[src/hdl/dsc_pkg.sv]
// Shared constants and types of the DAC step current regulator.
package dsc_pkg;

    // Field widths of the request and result channels.
    localparam int OPCODE_W       = 2;
    localparam int SENSE_MV_W     = 13;
    localparam int ENC_COUNT_W    = 8;
    localparam int TARGET_REQ_W   = 16;
    localparam int TARGET_W       = 15;
    localparam int SENSED_W       = 15;

    // Configuration register widths and port layout.
    localparam int GAIN_W         = 16;
    localparam int OFFSET_W       = 11;
    localparam int FULL_SCALE_W   = 15;
    localparam int CFG_INDEX_W    = 2;
    localparam int CFG_DATA_W     = 16;

    // Calibration and regulation constants.
    localparam int FRAC_BITS      = 12;
    localparam int STEP_MARGIN_MA = 50;
    localparam int ENC_HALF_W     = ENC_COUNT_W - 1;
    localparam int ENC_SQ_W       = 13;

    localparam logic [GAIN_W-1:0]       GAIN_RESET       = 16'd4096;
    localparam logic [OFFSET_W-1:0]     OFFSET_RESET     = 11'd0;
    localparam logic [TARGET_W-1:0]     TARGET_MAX_RESET = 15'd2500;
    localparam logic [FULL_SCALE_W-1:0] FULL_SCALE_RESET = 15'd1500;
    localparam logic [SENSED_W-1:0]     SENSED_MAX       = 15'h7FFF;

    typedef enum logic [OPCODE_W-1:0] {
        OP_TICK    = 2'd0,
        OP_ENCODER = 2'd1,
        OP_SET     = 2'd2
    } t_opcode;

    typedef enum logic [CFG_INDEX_W-1:0] {
        CFG_GAIN       = 2'd0,
        CFG_OFFSET     = 2'd1,
        CFG_TARGET_MAX = 2'd2,
        CFG_FULL_SCALE = 2'd3
    } t_cfg_index;

endpackage

[src/hdl/dsc_if.sv]
// Request and result channel interfaces of the DAC step current regulator.
interface dsc_in_if import dsc_pkg::*; ();
    logic                           valid;
    logic                           ready;
    logic [OPCODE_W-1:0]            opcode;
    logic [SENSE_MV_W-1:0]          sense_mv;
    logic signed [ENC_COUNT_W-1:0]  encoder_count;
    logic signed [TARGET_REQ_W-1:0] target_request_ma;

    modport source (output valid, output opcode, output sense_mv, output encoder_count,
                    output target_request_ma, input ready);
    modport sink (input valid, input opcode, input sense_mv, input encoder_count,
                  input target_request_ma, output ready);
endinterface

interface dsc_out_if import dsc_pkg::*; #(parameter int CODE_W = 12) ();
    logic                valid;
    logic                ready;
    logic [CODE_W-1:0]   dac_code;
    logic [TARGET_W-1:0] target_ma;
    logic [SENSED_W-1:0] sensed_ma;
    logic                encoder_consumed;

    modport source (output valid, output dac_code, output target_ma, output sensed_ma,
                    output encoder_consumed, input ready);
    modport sink (input valid, input dac_code, input target_ma, input sensed_ma,
                  input encoder_consumed, output ready);
endinterface

[src/hdl/dac_step_current_regulator_top.sv]
// Top level of the DAC step current regulator.
// A request is taken into the input register, and its result into the output register.
// Throughput: one request per cycle unless results stall; the state loop never waits.
// A stalled result holds the output register and, through it, the input register.
// Reset (synchronous, active low) clears the DAC code and target to zero and loads the
// calibration registers with their defaults; the block is ready right after reset.
module dac_step_current_regulator_top import dsc_pkg::*; #(
    parameter int DAC_CODE_MAX = 4095
) (
    input  logic                   i_clk,
    input  logic                   i_rst_n,
    input  logic                   i_cfg_wr_en,
    input  logic [CFG_INDEX_W-1:0] i_cfg_index,
    input  logic [CFG_DATA_W-1:0]  i_cfg_wdata,
    dsc_in_if.sink                 i_in,
    dsc_out_if.source              o_out
);

    // The DAC code is as wide as its largest value needs.  The product width covers both
    // code * full scale (plus one step) and (target + margin) * DAC_CODE_MAX.
    localparam int CODE_W    = $clog2(DAC_CODE_MAX + 1);
    localparam int PROD_W    = CODE_W + FULL_SCALE_W + 2;
    localparam int MV_GAIN_W = SENSE_MV_W + GAIN_W;
    localparam int CAL_W     = MV_GAIN_W - FRAC_BITS;
    localparam int SUM_W     = CAL_W + 2;
    localparam int TSUM_W    = TARGET_W + 2;

    localparam logic [CODE_W-1:0] CODE_MAX_C = CODE_W'(DAC_CODE_MAX);
    localparam logic [PROD_W-1:0] K_P        = PROD_W'(DAC_CODE_MAX);
    localparam logic [PROD_W-1:0] MARGIN_P   = PROD_W'(STEP_MARGIN_MA);
    localparam logic [PROD_W-1:0] MARGIN_M1  = PROD_W'(STEP_MARGIN_MA - 1);
    localparam logic [TARGET_W-1:0] MARGIN_T = TARGET_W'(STEP_MARGIN_MA);

    // ------------------------------------------------------------------
    // Configuration registers.  Writes must arrive only while idle; not enforced.
    // ------------------------------------------------------------------
    logic [GAIN_W-1:0]         r_gain;
    logic signed [OFFSET_W-1:0] r_offset;
    logic [TARGET_W-1:0]       r_tmax;
    logic [FULL_SCALE_W-1:0]   r_fs;
    logic                      r_refresh;

    always_ff @(posedge i_clk) begin
        if (!i_rst_n) begin
            r_gain    <= GAIN_RESET;
            r_offset  <= OFFSET_RESET;
            r_tmax    <= TARGET_MAX_RESET;
            r_fs      <= FULL_SCALE_RESET;
            r_refresh <= 1'b0;
        end else begin
            r_refresh <= 1'b0;
            if (i_cfg_wr_en) begin
                unique case (t_cfg_index'(i_cfg_index))
                    CFG_GAIN:       r_gain   <= i_cfg_wdata;
                    CFG_OFFSET:     r_offset <= i_cfg_wdata[OFFSET_W-1:0];
                    CFG_TARGET_MAX: r_tmax   <= i_cfg_wdata[TARGET_W-1:0];
                    CFG_FULL_SCALE: begin
                        r_fs      <= i_cfg_wdata[FULL_SCALE_W-1:0];
                        // The tracked code * full-scale product must be rebuilt.
                        r_refresh <= 1'b1;
                    end
                    default: ;
                endcase
            end
        end
    end

    // ------------------------------------------------------------------
    // Handshake.  The input register and the output register form a
    // two-stage pipe; each stage takes a new request when it empties.
    // ------------------------------------------------------------------
    logic r_s1_valid;
    logic r_o_valid;
    logic out_free;
    logic s1_adv;
    logic in_acc;

    assign out_free   = !r_o_valid || o_out.ready;
    assign s1_adv     = r_s1_valid && out_free;
    assign i_in.ready = !r_s1_valid || s1_adv;
    assign in_acc     = i_in.valid && i_in.ready;

    always_ff @(posedge i_clk) begin
        if (!i_rst_n) begin
            r_s1_valid <= 1'b0;
            r_o_valid  <= 1'b0;
        end else begin
            if (in_acc) begin
                r_s1_valid <= 1'b1;
            end else if (s1_adv) begin
                r_s1_valid <= 1'b0;
            end
            if (s1_adv) begin
                r_o_valid <= 1'b1;
            end else if (o_out.ready) begin
                r_o_valid <= 1'b0;
            end
        end
    end

    // ------------------------------------------------------------------
    // Input register.  The two multiplications that depend only on the
    // request (sensed voltage times gain, and the squared half count of the
    // encoder) are done here so that the state loop holds no multiplier.
    // ------------------------------------------------------------------
    logic [OPCODE_W-1:0]            r_s1_op;
    logic [MV_GAIN_W-1:0]           r_s1_mv_gain;
    logic [ENC_SQ_W-1:0]            r_s1_enc_sq;
    logic                           r_s1_enc_neg;
    logic                           r_s1_enc_apply;
    logic signed [TARGET_REQ_W-1:0] r_s1_req;

    logic [ENC_COUNT_W-1:0] enc_mag;
    logic [ENC_HALF_W-1:0]  enc_half;
    logic [2*ENC_HALF_W-1:0] enc_sq_full;

    // The magnitude of -128 is 128, which still fits the unsigned 8-bit value.
    assign enc_mag     = i_in.encoder_count[ENC_COUNT_W-1] ?
                         ENC_COUNT_W'(-i_in.encoder_count) : i_in.encoder_count;
    // Halving the magnitude truncates toward zero, as the division does for either sign.
    assign enc_half    = enc_mag[ENC_COUNT_W-1:1];
    assign enc_sq_full = enc_half * enc_half;

    always_ff @(posedge i_clk) begin
        if (in_acc) begin
            r_s1_op        <= i_in.opcode;
            r_s1_mv_gain   <= MV_GAIN_W'(i_in.sense_mv) * MV_GAIN_W'(r_gain);
            r_s1_enc_sq    <= enc_sq_full[ENC_SQ_W-1:0];
            r_s1_enc_neg   <= i_in.encoder_count[ENC_COUNT_W-1];
            r_s1_enc_apply <= enc_mag > ENC_COUNT_W'(1);
            r_s1_req       <= i_in.target_request_ma;
        end
    end

    // ------------------------------------------------------------------
    // State: DAC code, target, and the product code * full scale, which is
    // kept up to date by adding or subtracting the full scale on each step.
    // ------------------------------------------------------------------
    logic [CODE_W-1:0]   r_dac;
    logic [TARGET_W-1:0] r_target;
    logic [PROD_W-1:0]   r_prod;
    logic [SENSED_W-1:0] r_o_sensed;
    logic                r_o_consumed;

    logic [CODE_W-1:0]   n_dac;
    logic [TARGET_W-1:0] n_target;
    logic [PROD_W-1:0]   n_prod;
    logic [SENSED_W-1:0] n_sensed;
    logic                n_consumed;

    // Calibration: (mV * gain) >> 12 plus the signed offset, clamped to the 15-bit range.
    logic signed [SUM_W-1:0] cal_sum;
    logic [SENSED_W-1:0]     sensed;

    assign cal_sum = $signed({1'b0, r_s1_mv_gain[MV_GAIN_W-1:FRAC_BITS]}) +
                     SUM_W'(r_offset);

    always_comb begin
        if (cal_sum[SUM_W-1]) begin
            sensed = '0;
        end else if (cal_sum[SUM_W-2:SENSED_W] != '0) begin
            sensed = SENSED_MAX;
        end else begin
            sensed = cal_sum[SENSED_W-1:0];
        end
    end

    // Overshoot checks without a divider.  With K = DAC_CODE_MAX and P = code * F:
    //   stepping up is fine when floor((P + F) / K) < T + 50, i.e. P + F < (T + 50) * K;
    //   stepping down is fine when the estimate at code - 1 is at least T - 49, i.e.
    //   P - F >= (T - 49) * K, always true for a target of 49 or less.
    // At code zero the estimate below is -floor(F / K), truncated toward zero, so the
    // down step is fine only when F < (50 - T) * K for a target under 50.
    logic up_ok;
    logic down_ok;
    logic tgt_low;

    assign tgt_low = r_target < MARGIN_T;
    assign up_ok   = (r_prod + PROD_W'(r_fs)) < ((PROD_W'(r_target) + MARGIN_P) * K_P);

    always_comb begin
        if (r_dac != '0) begin
            down_ok = (r_target <= TARGET_W'(STEP_MARGIN_MA - 1)) ||
                      ((r_prod - PROD_W'(r_fs)) >=
                       ((PROD_W'(r_target) - MARGIN_M1) * K_P));
        end else begin
            down_ok = tgt_low &&
                      (PROD_W'(r_fs) < ((MARGIN_P - PROD_W'(r_target)) * K_P));
        end
    end

    // Target update for encoder and set requests, clamped to 0..target_max.
    logic signed [TSUM_W-1:0] enc_sum;
    logic [TARGET_W-1:0]      enc_target;
    logic [TARGET_W-1:0]      set_target;

    assign enc_sum = r_s1_enc_neg ?
                     $signed({2'b00, r_target}) - $signed(TSUM_W'(r_s1_enc_sq)) :
                     $signed({2'b00, r_target}) + $signed(TSUM_W'(r_s1_enc_sq));

    always_comb begin
        if (enc_sum[TSUM_W-1]) begin
            enc_target = '0;
        end else if (enc_sum[TSUM_W-2:0] > {1'b0, r_tmax}) begin
            enc_target = r_tmax;
        end else begin
            enc_target = enc_sum[TARGET_W-1:0];
        end
        if (r_s1_req[TARGET_REQ_W-1]) begin
            set_target = '0;
        end else if (r_s1_req[TARGET_W-1:0] > r_tmax) begin
            set_target = r_tmax;
        end else begin
            set_target = r_s1_req[TARGET_W-1:0];
        end
    end

    always_comb begin
        logic step_up;
        logic step_dn;
        n_dac      = r_dac;
        n_prod     = r_prod;
        n_target   = r_target;
        n_sensed   = '0;
        n_consumed = 1'b0;
        step_up    = 1'b0;
        step_dn    = 1'b0;
        case (t_opcode'(r_s1_op))
            OP_TICK: begin
                n_sensed = sensed;
                if (r_target > sensed) begin
                    step_up = up_ok;
                    step_dn = !up_ok;
                end else if (r_target < sensed) begin
                    step_dn = down_ok;
                    step_up = !down_ok;
                end
                // Saturation at either end leaves the code, and so the product, as is.
                if (step_up && (r_dac != CODE_MAX_C)) begin
                    n_dac  = r_dac + CODE_W'(1);
                    n_prod = r_prod + PROD_W'(r_fs);
                end else if (step_dn && (r_dac != '0)) begin
                    n_dac  = r_dac - CODE_W'(1);
                    n_prod = r_prod - PROD_W'(r_fs);
                end
            end
            OP_ENCODER: begin
                if (r_s1_enc_apply) begin
                    n_target   = enc_target;
                    n_consumed = 1'b1;
                end
            end
            OP_SET: begin
                n_target = set_target;
            end
            default: ;
        endcase
    end

    always_ff @(posedge i_clk) begin
        if (!i_rst_n) begin
            r_dac    <= '0;
            r_target <= '0;
            r_prod   <= '0;
        end else if (r_refresh) begin
            // After full-scale writes; the user must keep the block idle (unenforced).
            r_prod <= PROD_W'(r_dac) * PROD_W'(r_fs);
        end else if (s1_adv) begin
            r_dac    <= n_dac;
            r_target <= n_target;
            r_prod   <= n_prod;
        end
    end

    always_ff @(posedge i_clk) begin
        if (s1_adv) begin
            r_o_sensed   <= n_sensed;
            r_o_consumed <= n_consumed;
        end
    end

    // The DAC code and target registers only change as a result is loaded, so they
    // double as the output register for the DAC code and target.
    assign o_out.valid            = r_o_valid;
    assign o_out.dac_code         = r_dac;
    assign o_out.target_ma        = r_target;
    assign o_out.sensed_ma        = r_o_sensed;
    assign o_out.encoder_consumed = r_o_consumed;

    // ------------------------------------------------------------------
    // Assertions
    // ------------------------------------------------------------------
    a_prod_track: assert property (@(posedge i_clk) disable iff (!i_rst_n)
        !r_refresh |-> (r_prod == PROD_W'(r_dac) * PROD_W'(r_fs)))
        else $error("tracked DAC product out of step with the DAC code");

    a_dac_hold: assert property (@(posedge i_clk) disable iff (!i_rst_n)
        !s1_adv |=> $stable(r_dac))
        else $error("DAC code changed without a result being loaded");

    a_consumed_no_sense: assert property (@(posedge i_clk) disable iff (!i_rst_n)
        (o_out.valid && o_out.encoder_consumed) |-> (o_out.sensed_ma == '0))
        else $error("encoder result carries a sensed current");

    a_target_clamped: assert property (@(posedge i_clk) disable iff (!i_rst_n)
        (s1_adv && ((r_s1_op == OP_SET) || ((r_s1_op == OP_ENCODER) && r_s1_enc_apply)))
        |=> (r_target <= r_tmax))
        else $error("target above its limit after a target update");

    a_ready_when_empty: assert property (@(posedge i_clk) disable iff (!i_rst_n)
        !r_s1_valid |-> i_in.ready)
        else $error("request refused with an empty input register");

endmodule

[src/flat_wrapper.sv]
// flat-port wrapper written by rule: the top's interface ports become plain ports
module dac_step_current_regulator_top_flat import dsc_pkg::*;
#(
    parameter int DAC_CODE_MAX = 4095
)
  (i_clk, i_rst_n, i_cfg_wr_en, i_cfg_index, i_cfg_wdata, i_in_valid, i_in_opcode, i_in_sense_mv, i_in_encoder_count, i_in_target_request_ma, i_in_ready, o_out_valid, o_out_dac_code, o_out_target_ma, o_out_sensed_ma, o_out_encoder_consumed, o_out_ready);
  dsc_in_if i_in_i ();
  dsc_out_if #(.CODE_W((12))) o_out_i ();
  input  logic i_clk;
  input  logic i_rst_n;
  input  logic i_cfg_wr_en;
  input  logic [CFG_INDEX_W-1:0] i_cfg_index;
  input  logic [CFG_DATA_W-1:0] i_cfg_wdata;
  input wire logic [$bits(i_in_i.valid)-1:0] i_in_valid;
  input wire logic [$bits(i_in_i.opcode)-1:0] i_in_opcode;
  input wire logic [$bits(i_in_i.sense_mv)-1:0] i_in_sense_mv;
  input wire logic [$bits(i_in_i.encoder_count)-1:0] i_in_encoder_count;
  input wire logic [$bits(i_in_i.target_request_ma)-1:0] i_in_target_request_ma;
  output wire logic [$bits(i_in_i.ready)-1:0] i_in_ready;
  output wire logic [$bits(o_out_i.valid)-1:0] o_out_valid;
  output wire logic [$bits(o_out_i.dac_code)-1:0] o_out_dac_code;
  output wire logic [$bits(o_out_i.target_ma)-1:0] o_out_target_ma;
  output wire logic [$bits(o_out_i.sensed_ma)-1:0] o_out_sensed_ma;
  output wire logic [$bits(o_out_i.encoder_consumed)-1:0] o_out_encoder_consumed;
  input wire logic [$bits(o_out_i.ready)-1:0] o_out_ready;
  assign i_in_i.valid = i_in_valid;
  assign i_in_i.opcode = i_in_opcode;
  assign i_in_i.sense_mv = i_in_sense_mv;
  assign i_in_i.encoder_count = i_in_encoder_count;
  assign i_in_i.target_request_ma = i_in_target_request_ma;
  assign i_in_ready = i_in_i.ready;
  assign o_out_valid = o_out_i.valid;
  assign o_out_dac_code = o_out_i.dac_code;
  assign o_out_target_ma = o_out_i.target_ma;
  assign o_out_sensed_ma = o_out_i.sensed_ma;
  assign o_out_encoder_consumed = o_out_i.encoder_consumed;
  assign o_out_i.ready = o_out_ready;
  dac_step_current_regulator_top #(.DAC_CODE_MAX(DAC_CODE_MAX)) u_core (.i_clk(i_clk), .i_rst_n(i_rst_n), .i_cfg_wr_en(i_cfg_wr_en), .i_cfg_index(i_cfg_index), .i_cfg_wdata(i_cfg_wdata), .i_in(i_in_i), .o_out(o_out_i));
endmodule
[config.mk]
export PLATFORM = sky130hd
export DESIGN_NAME = dac_step_current_regulator_top_flat
export DESIGN_NICKNAME = d
export VERILOG_FILES = /design/src/hdl/dsc_pkg.sv /design/src/hdl/dsc_if.sv /design/src/hdl/dac_step_current_regulator_top.sv /design/src/flat_wrapper.sv
export SDC_FILE = /design/constraint.sdc
export NUM_CORES = 2
export LEC_CHECK = 0
export BUFFER_PORTS_ARGS = -buffer_cell sky130_fd_sc_hd__buf_2
export CORE_ASPECT_RATIO = 2
export CORE_MARGIN = 3
export CORE_UTILIZATION = 45
export CTS_BUF_LIST = sky130_fd_sc_hd__clkbuf_8
export DETAILED_ROUTE_END_ITERATION = 6
export GPL_TIMING_DRIVEN = 0
export PLACE_DENSITY = 0.7
export RECOVER_POWER = 25
export SYNTH_ARGS = -nofsm -noshare
export SYNTH_HDL_FRONTEND = slang
export SYNTH_SLANG_ARGS = --single-unit
[constraint.sdc]
create_clock -name i_clk -period 27.8 [get_ports i_clk]
set_input_delay 2.78 -clock i_clk [delete_from_list [all_inputs] [get_ports i_clk]]
set_output_delay 2.78 -clock i_clk [all_outputs]
set_load 0.02 [all_outputs]
After elaboration in Yosys (flattened, before gate mapping)
Cells that the tools add are included.

storage, ports and cells
  output and inout port bits = 45
  logic and storage cells = 118
  bits in registers = 194
  bits of input ports = 62

operators by class
  equal/unequal tests = 7
  reductions and logical operators = 33
  add/sub/neg operators = 11
  bitwise gates (word level) = 2
  mux-type cells = 30
  magnitude comparators = 10
  multipliers = 6

operators with widths
  kind                      number
  $mux W15                  7
  $mul A29 B12 Y29 const B  3
  $mux W27                  3
  $mux W29                  2
  $gt A15 B15 Y1            2
  $pmux W15 S2              1
  $add A29 B15 Y29          1
  $ge A29 B29 Y1            1
  $lt A15 B29 Y1            1
  $lt A29 B29 Y1            1
  $mul A13 B16 Y29          1
  $sub A29 B15 Y29          1
  $mul A12 B15 Y27          1
  $mux W12                  2
  $add A18 B11 Y19          1
  $mux W17                  1
  $add A15 B13 Y16          1
  $add A15 B6 Y16 const B   1
  $gt A16 B15 Y1            1
  $sub A15 B13 Y16          1
  $sub A15 B6 Y16 const B   1
  $sub A6 B15 Y16 const A   1
  $le A15 B6 Y1 const B     1
  $lt A15 B15 Y1            1
  24 further kinds          62

Longest topological paths before layout
  depth after elaboration = 14
  depth in mapped cells = 52
  depth with buffers taken out = 50

Worst setup path after synthesis
Ideal clock, no wire load.

  kind = reg2reg
  from = register u_core.r_target[2] (netlist: u_core.o_out.target_ma[2])
  to = register u_core.r_dac[11] (netlist: u_core.o_out.dac_code[11])
  setup slack = 16.953 ns
  stages on the path, launching flop included = 49
  data required time = 27.729 ns
  period minus slack after synthesis = 10.847 ns
  arrival = 10.776 ns
  buffers on the path = 2
  path through = dfxtp_1 clkbuf_1 inv_1 ha_1 a21boi_0 nand2_1 a31oi_1 xor2_1 xor2_1 ha_1 inv_1 fa_1 inv_1 fa_1 fa_1 fa_1 ha_1 a21o_1 [13 not listed] a211oi_1 o211a_2 o211a_1 a31o_1 buf_6 inv_6 ha_1 a21o_1 a21oi_1 o21bai_1 a21oi_1 nor2b_1 o21a_1 o31a_1 o41ai_1 mux2i_1 or4_1 a21oi_1

between the ends
  word-level cells in the longest chain between the ends = 12
  elaborated cells between the ends (all ways) = 29

ends and longest elaborated chain
  element                                                           RTL line                                                                      source
  from (decl)                                                       dac_step_current_regulator_top.sv:140                                         logic [TARGET_W-1:0] r_target;
  from (signal assigned)                                            dac_step_current_regulator_top.sv:270                                         r_target <= n_target;
  $sub A6 B15 Y16 / $sub A15 B6 Y16 (equally long branches)         dac_step_current_regulator_top.sv:188, dac_step_current_regulator_top.sv:185
  $mul A29 B12 Y29 (on tied branches)                               dac_step_current_regulator_top.sv:188, dac_step_current_regulator_top.sv:185
  $lt A15 B29 Y1 / $ge A29 B29 Y1 (equally long branches)           dac_step_current_regulator_top.sv:188, dac_step_current_regulator_top.sv:184
  $logic_and A1 B1 Y1 / $logic_or A1 B1 Y1 (equally long branches)  dac_step_current_regulator_top.sv:187, dac_step_current_regulator_top.sv:183
  $mux W1                                                           dac_step_current_regulator_top.sv:182                                         if (r_dac != '0) begin
  $logic_not A1 Y1                                                  dac_step_current_regulator_top.sv:236                                         step_up = !down_ok;
  $mux W1                                                           dac_step_current_regulator_top.sv:234                                         end else if (r_target < sensed) begin
  $mux W1                                                           dac_step_current_regulator_top.sv:231                                         if (r_target > sensed) begin
  $mux W1                                                           dac_step_current_regulator_top.sv:228                                         case (t_opcode'(r_s1_op))
  $logic_and A1 B1 Y1                                               dac_step_current_regulator_top.sv:239                                         if (step_up && (r_dac != CODE_MAX_C)) begin
  $reduce_bool A2 Y1 (no source line)                               -
  $reduce_and A4 Y1 (no source line)                                -
  to (signal assigned)                                              dac_step_current_regulator_top.sv:269                                         r_dac <= n_dac;
  to (decl)                                                         dac_step_current_regulator_top.sv:139                                         logic [CODE_W-1:0] r_dac;

Parallel ways exist; a longest one is shown, timed or not. The select of a mux whose other input is x is not followed.
A chain may end at the register's enable or synchronous reset.

Worst setup path in the final report
Same ends and word-level chain as after synthesis.

==> results.md <==
- Status: finished with violations
- Failing checks: max-capacitance violations, max-slew violations
- GPL Wtd Cong: ~1.1
- Die ar.: approximately 94000 um2
- Post-synth top area share: between 20% and 30%
- Post-CTS Setup Bufs: 0
- Post-DR vias/cell: approximately 5.7
- Clock latency on the worst-skew pair: 0.59 ns
- Compound-Gate Fraction of Synth Area: between 10% and 20%
- Detailed placer's ending HPWL: approximately 110000 um
- Worst Tran Pin Value: a little under 2 ns
- Worst Path Arrival: roughly 15 ns
- Initial Utilization: about 45%
- GR Util All Layers: a little under 30%
- CP startpoint kind: register
- Crit path capture type: register
- Top FF cell, synth: dfxtp_1
- Clock sinks: ~180
- CP peak stage delay: around 0.7 ns
- Hold Crit Class: register to register
- Mapped Area: ~41000 um2
- Max Cap Viol: 1
- CP Max Fanout: 20
- Initial antenna violation count: 7
- Cell taking the most area after synthesis: fa_1
- Post-synth ARST share: 0%
- CTS clock-pin slew for the worst setup and hold paths: around 0.12 ns
- Synth cell count leaders: 807 x inv_1, 589 x fa_1, 525 x ha_1, 506 x nand2_1, 228 x a21oi_1
- Max Clk Rate: 70.5 MHz
- Post-synth EDFFs: 65
- Mapped Cells: roughly 4.7k
- Area share of xor/xnor cells in the synthesized design: 6.02%
- Fin Setup TNS: 0 ns
- DRC viols: 0
- Clock Tree Buf Depth: 2
- Synth Area in Adders: between 40% and 50%
- Worst Path Required: ~28 ns
- Die width: between 200 and 250 um
- Fin area: roughly 43000 um2
- Row count: roughly 160
- Final #Nets: 5964
- Syn_area_per_cell: 8.71 um2
- Yosys cell types: 100
- CTS tree: yes
- Worst reg2reg path depth: 47
- Final wirelength: approximately 130000 um
- Post-synthesis mux area share: under 10%
- Largest net degree at the start of global routing: 28
- Routed Antenna Nets: 0
- Worst hold path depth: 2
- Critical path class: register to register
- RSZ-0062 raised after global routing: false
- Tmin final: roughly 14 ns
- #FFs+latches synth: ~180
- Count of final hold-check violations: 0
- Fin Clk Skew: ~0.029 ns
- DR vias: roughly 34k
- Num ports: between 100 and 150
- Number of global-route vias before repair: approximately 36k
- Area growth syn-to-layout: 6.10%
- Share of cells above drive strength 1: approximately 4.5%
- Pre-antenna DRT Iters: 5
- Root Driver: clkbuf_8
- Combinational family with the most area after synthesis: adder cells
- Cell Area, Placed: around 43000 um2
- # port buffers: roughly 100
- Slew HR: -30.5%
- Die H: around 430 um
- Global-route wire length before repair: around 200000 um
- Area contributors post-synth: fa_1 29%, ha_1 16%, inv_1 7.5%, dfxtp_1 5.7%, edfxtp_1 4.8%
- WL per Instance: around 22 um
- H-tree level count: 4
- Core region area: roughly 89000 um2
- Cts hold-fix bufs: 0
- Final Max Tran Viols: 23
- GRT Residual Overflow: 0
- Clock buffer count from CTS: 17
- Final worst-path cycle share: between 50% and 60%
- Top-count cell post-synth: inv_1
- Worst path slowest cell: dfxtp_1
- YS warnings: 0
- Final Setup Violations: 0
- DR iter-0 viols: 2115
- Post-CTS resize count: 0
- Sequential fraction of the synthesis area: a little over a tenth
- Most common cell on crit path: a21oi_1
- Synth Area in Simple Gates: between 10% and 20%
## registers in the layout, indices dropped and copies added (netlist names)
name                           flops
u_core.r_tmax                     15
u_core.r_gain                     16
u_core.r_s1_enc_sq                12
u_core.o_out.target_ma            15
u_core.r_s1_req                   16
u_core.r_s1_mv_gain               17
u_core.r_fs                       15
u_core.r_s1_enc_apply              1
u_core.r_s1_op                     2
u_core.o_out.sensed_ma            15
u_core.r_refresh                   1
u_core.o_out.encoder_consumed      1
u_core.r_offset                   11
u_core.r_s1_valid                  1
u_core.o_out.dac_code             12
u_core.r_prod                     29
u_core.o_out.valid                 1
u_core.r_s1_enc_neg                1
## critical path, delay by kind of cell, from the launching register on
kind / cells / cell delay [ns]
fa+ha+maj: 8 / 3.10
simple gates: 10 / 2.18
mux: 1 / 0.23
compound gates: 19 / 5.16
buf+inv: 8 / 2.36
xor+xnor: 1 / 0.28
flops: 1 / 0.70
## logic make-up after synthesis
family / after synthesis
adder cells (fa/ha/maj): 1117
AND/OR/NAND/NOR: 1242
buffers and inverters: 999
flip-flops: 181
XOR/XNOR: 279
multiplexers: 57
AO/OA/AOI/OAI: 785
other: 1
## per-stage QoR
| step | hold WS, ns | setup WS (ns) | utilization (%) | instances |
|---|---|---|---|---|
| after floorplan | 0.452 | 16.95 | - | 4663 |
| after global placement | 0.483 | 13.80 | 47.7 | 5943 |
| after detailed placement | 0.492 | 13.69 | 47.7 | 5945 |
| after CTS | 0.511 | 13.63 | 48.2 | 5977 |
| after global routing | 0.538 | 13.06 | 48.2 | 5979 |
| final | 0.511 | 13.61 | 48.2 | 5979 |
## final timing paths
kind / start / end / slack, ns
worst max-delay path: u_core.o_out.target_ma[2] / u_core.o_out.dac_code[11] / 13.61
worst min-delay path: u_core.r_s1_valid / u_core.o_out.valid / 0.51
worst max register to register: u_core.o_out.target_ma[2] / u_core.o_out.dac_code[11] / 13.61
worst min register to register: u_core.r_s1_valid / u_core.o_out.valid / 0.51
## per-layer routing
| metal | part of all wire (%) | vias to the layer above | global-route usage (%) |
|---|---|---|---|
| met1 | 31 | 16639 | 26.0 |
| met3 | 5.0 | 595 | 4.61 |
| met2 | 52 | 1247 | 53.0 |
| met5 | 0 | - | 0 |
| met4 | 13 | 0 | 28.6 |
| li1 | - | 15456 | - |
## cells in the final DEF (no fill, tap or decap), types with 9 or more instances in the layout
cell / instances
nand2_1: 506
nand2b_1: 56
buf_2: 106
a21oi_1: 228
fa_1: 589
ha_1: 525
nor2b_1: 39
nand4_1: 28
nor3_1: 80
buf_1: 9
or4_1: 9
o31a_1: 9
mux2_2: 25
o21a_1: 36
o21bai_1: 29
a21o_1: 69
a211oi_1: 32
nor2_1: 189
or2_2: 13
and2_1: 146
or3_1: 24
dfxtp_1: 116
o211ai_1: 42
xnor2_1: 152
nor4_1: 12
a211o_1: 12
nand3_1: 77
a31oi_1: 46
o31ai_1: 29
xor2_1: 126
and3_1: 27
clkbuf_1: 170
inv_1: 808
clkbuf_8: 17
mux2i_1: 32
edfxtp_1: 65
o21ai_0: 128
## final cells by class
type	instances	area (um2)
well taps	1177	1470
plain buffers	187	751
flip-flops and latches	181	4270
clock inverters	15	210
multi-input cells	3483	32600
repair buffers	106	529
fillers	8584	46300
inverters	812	3050
diodes	1	2.50
clock buffers	17	234
Power is left out: the tool's default activity adds up to more than one toggle a clock period on the data nets, which glitch-free logic cannot reach.
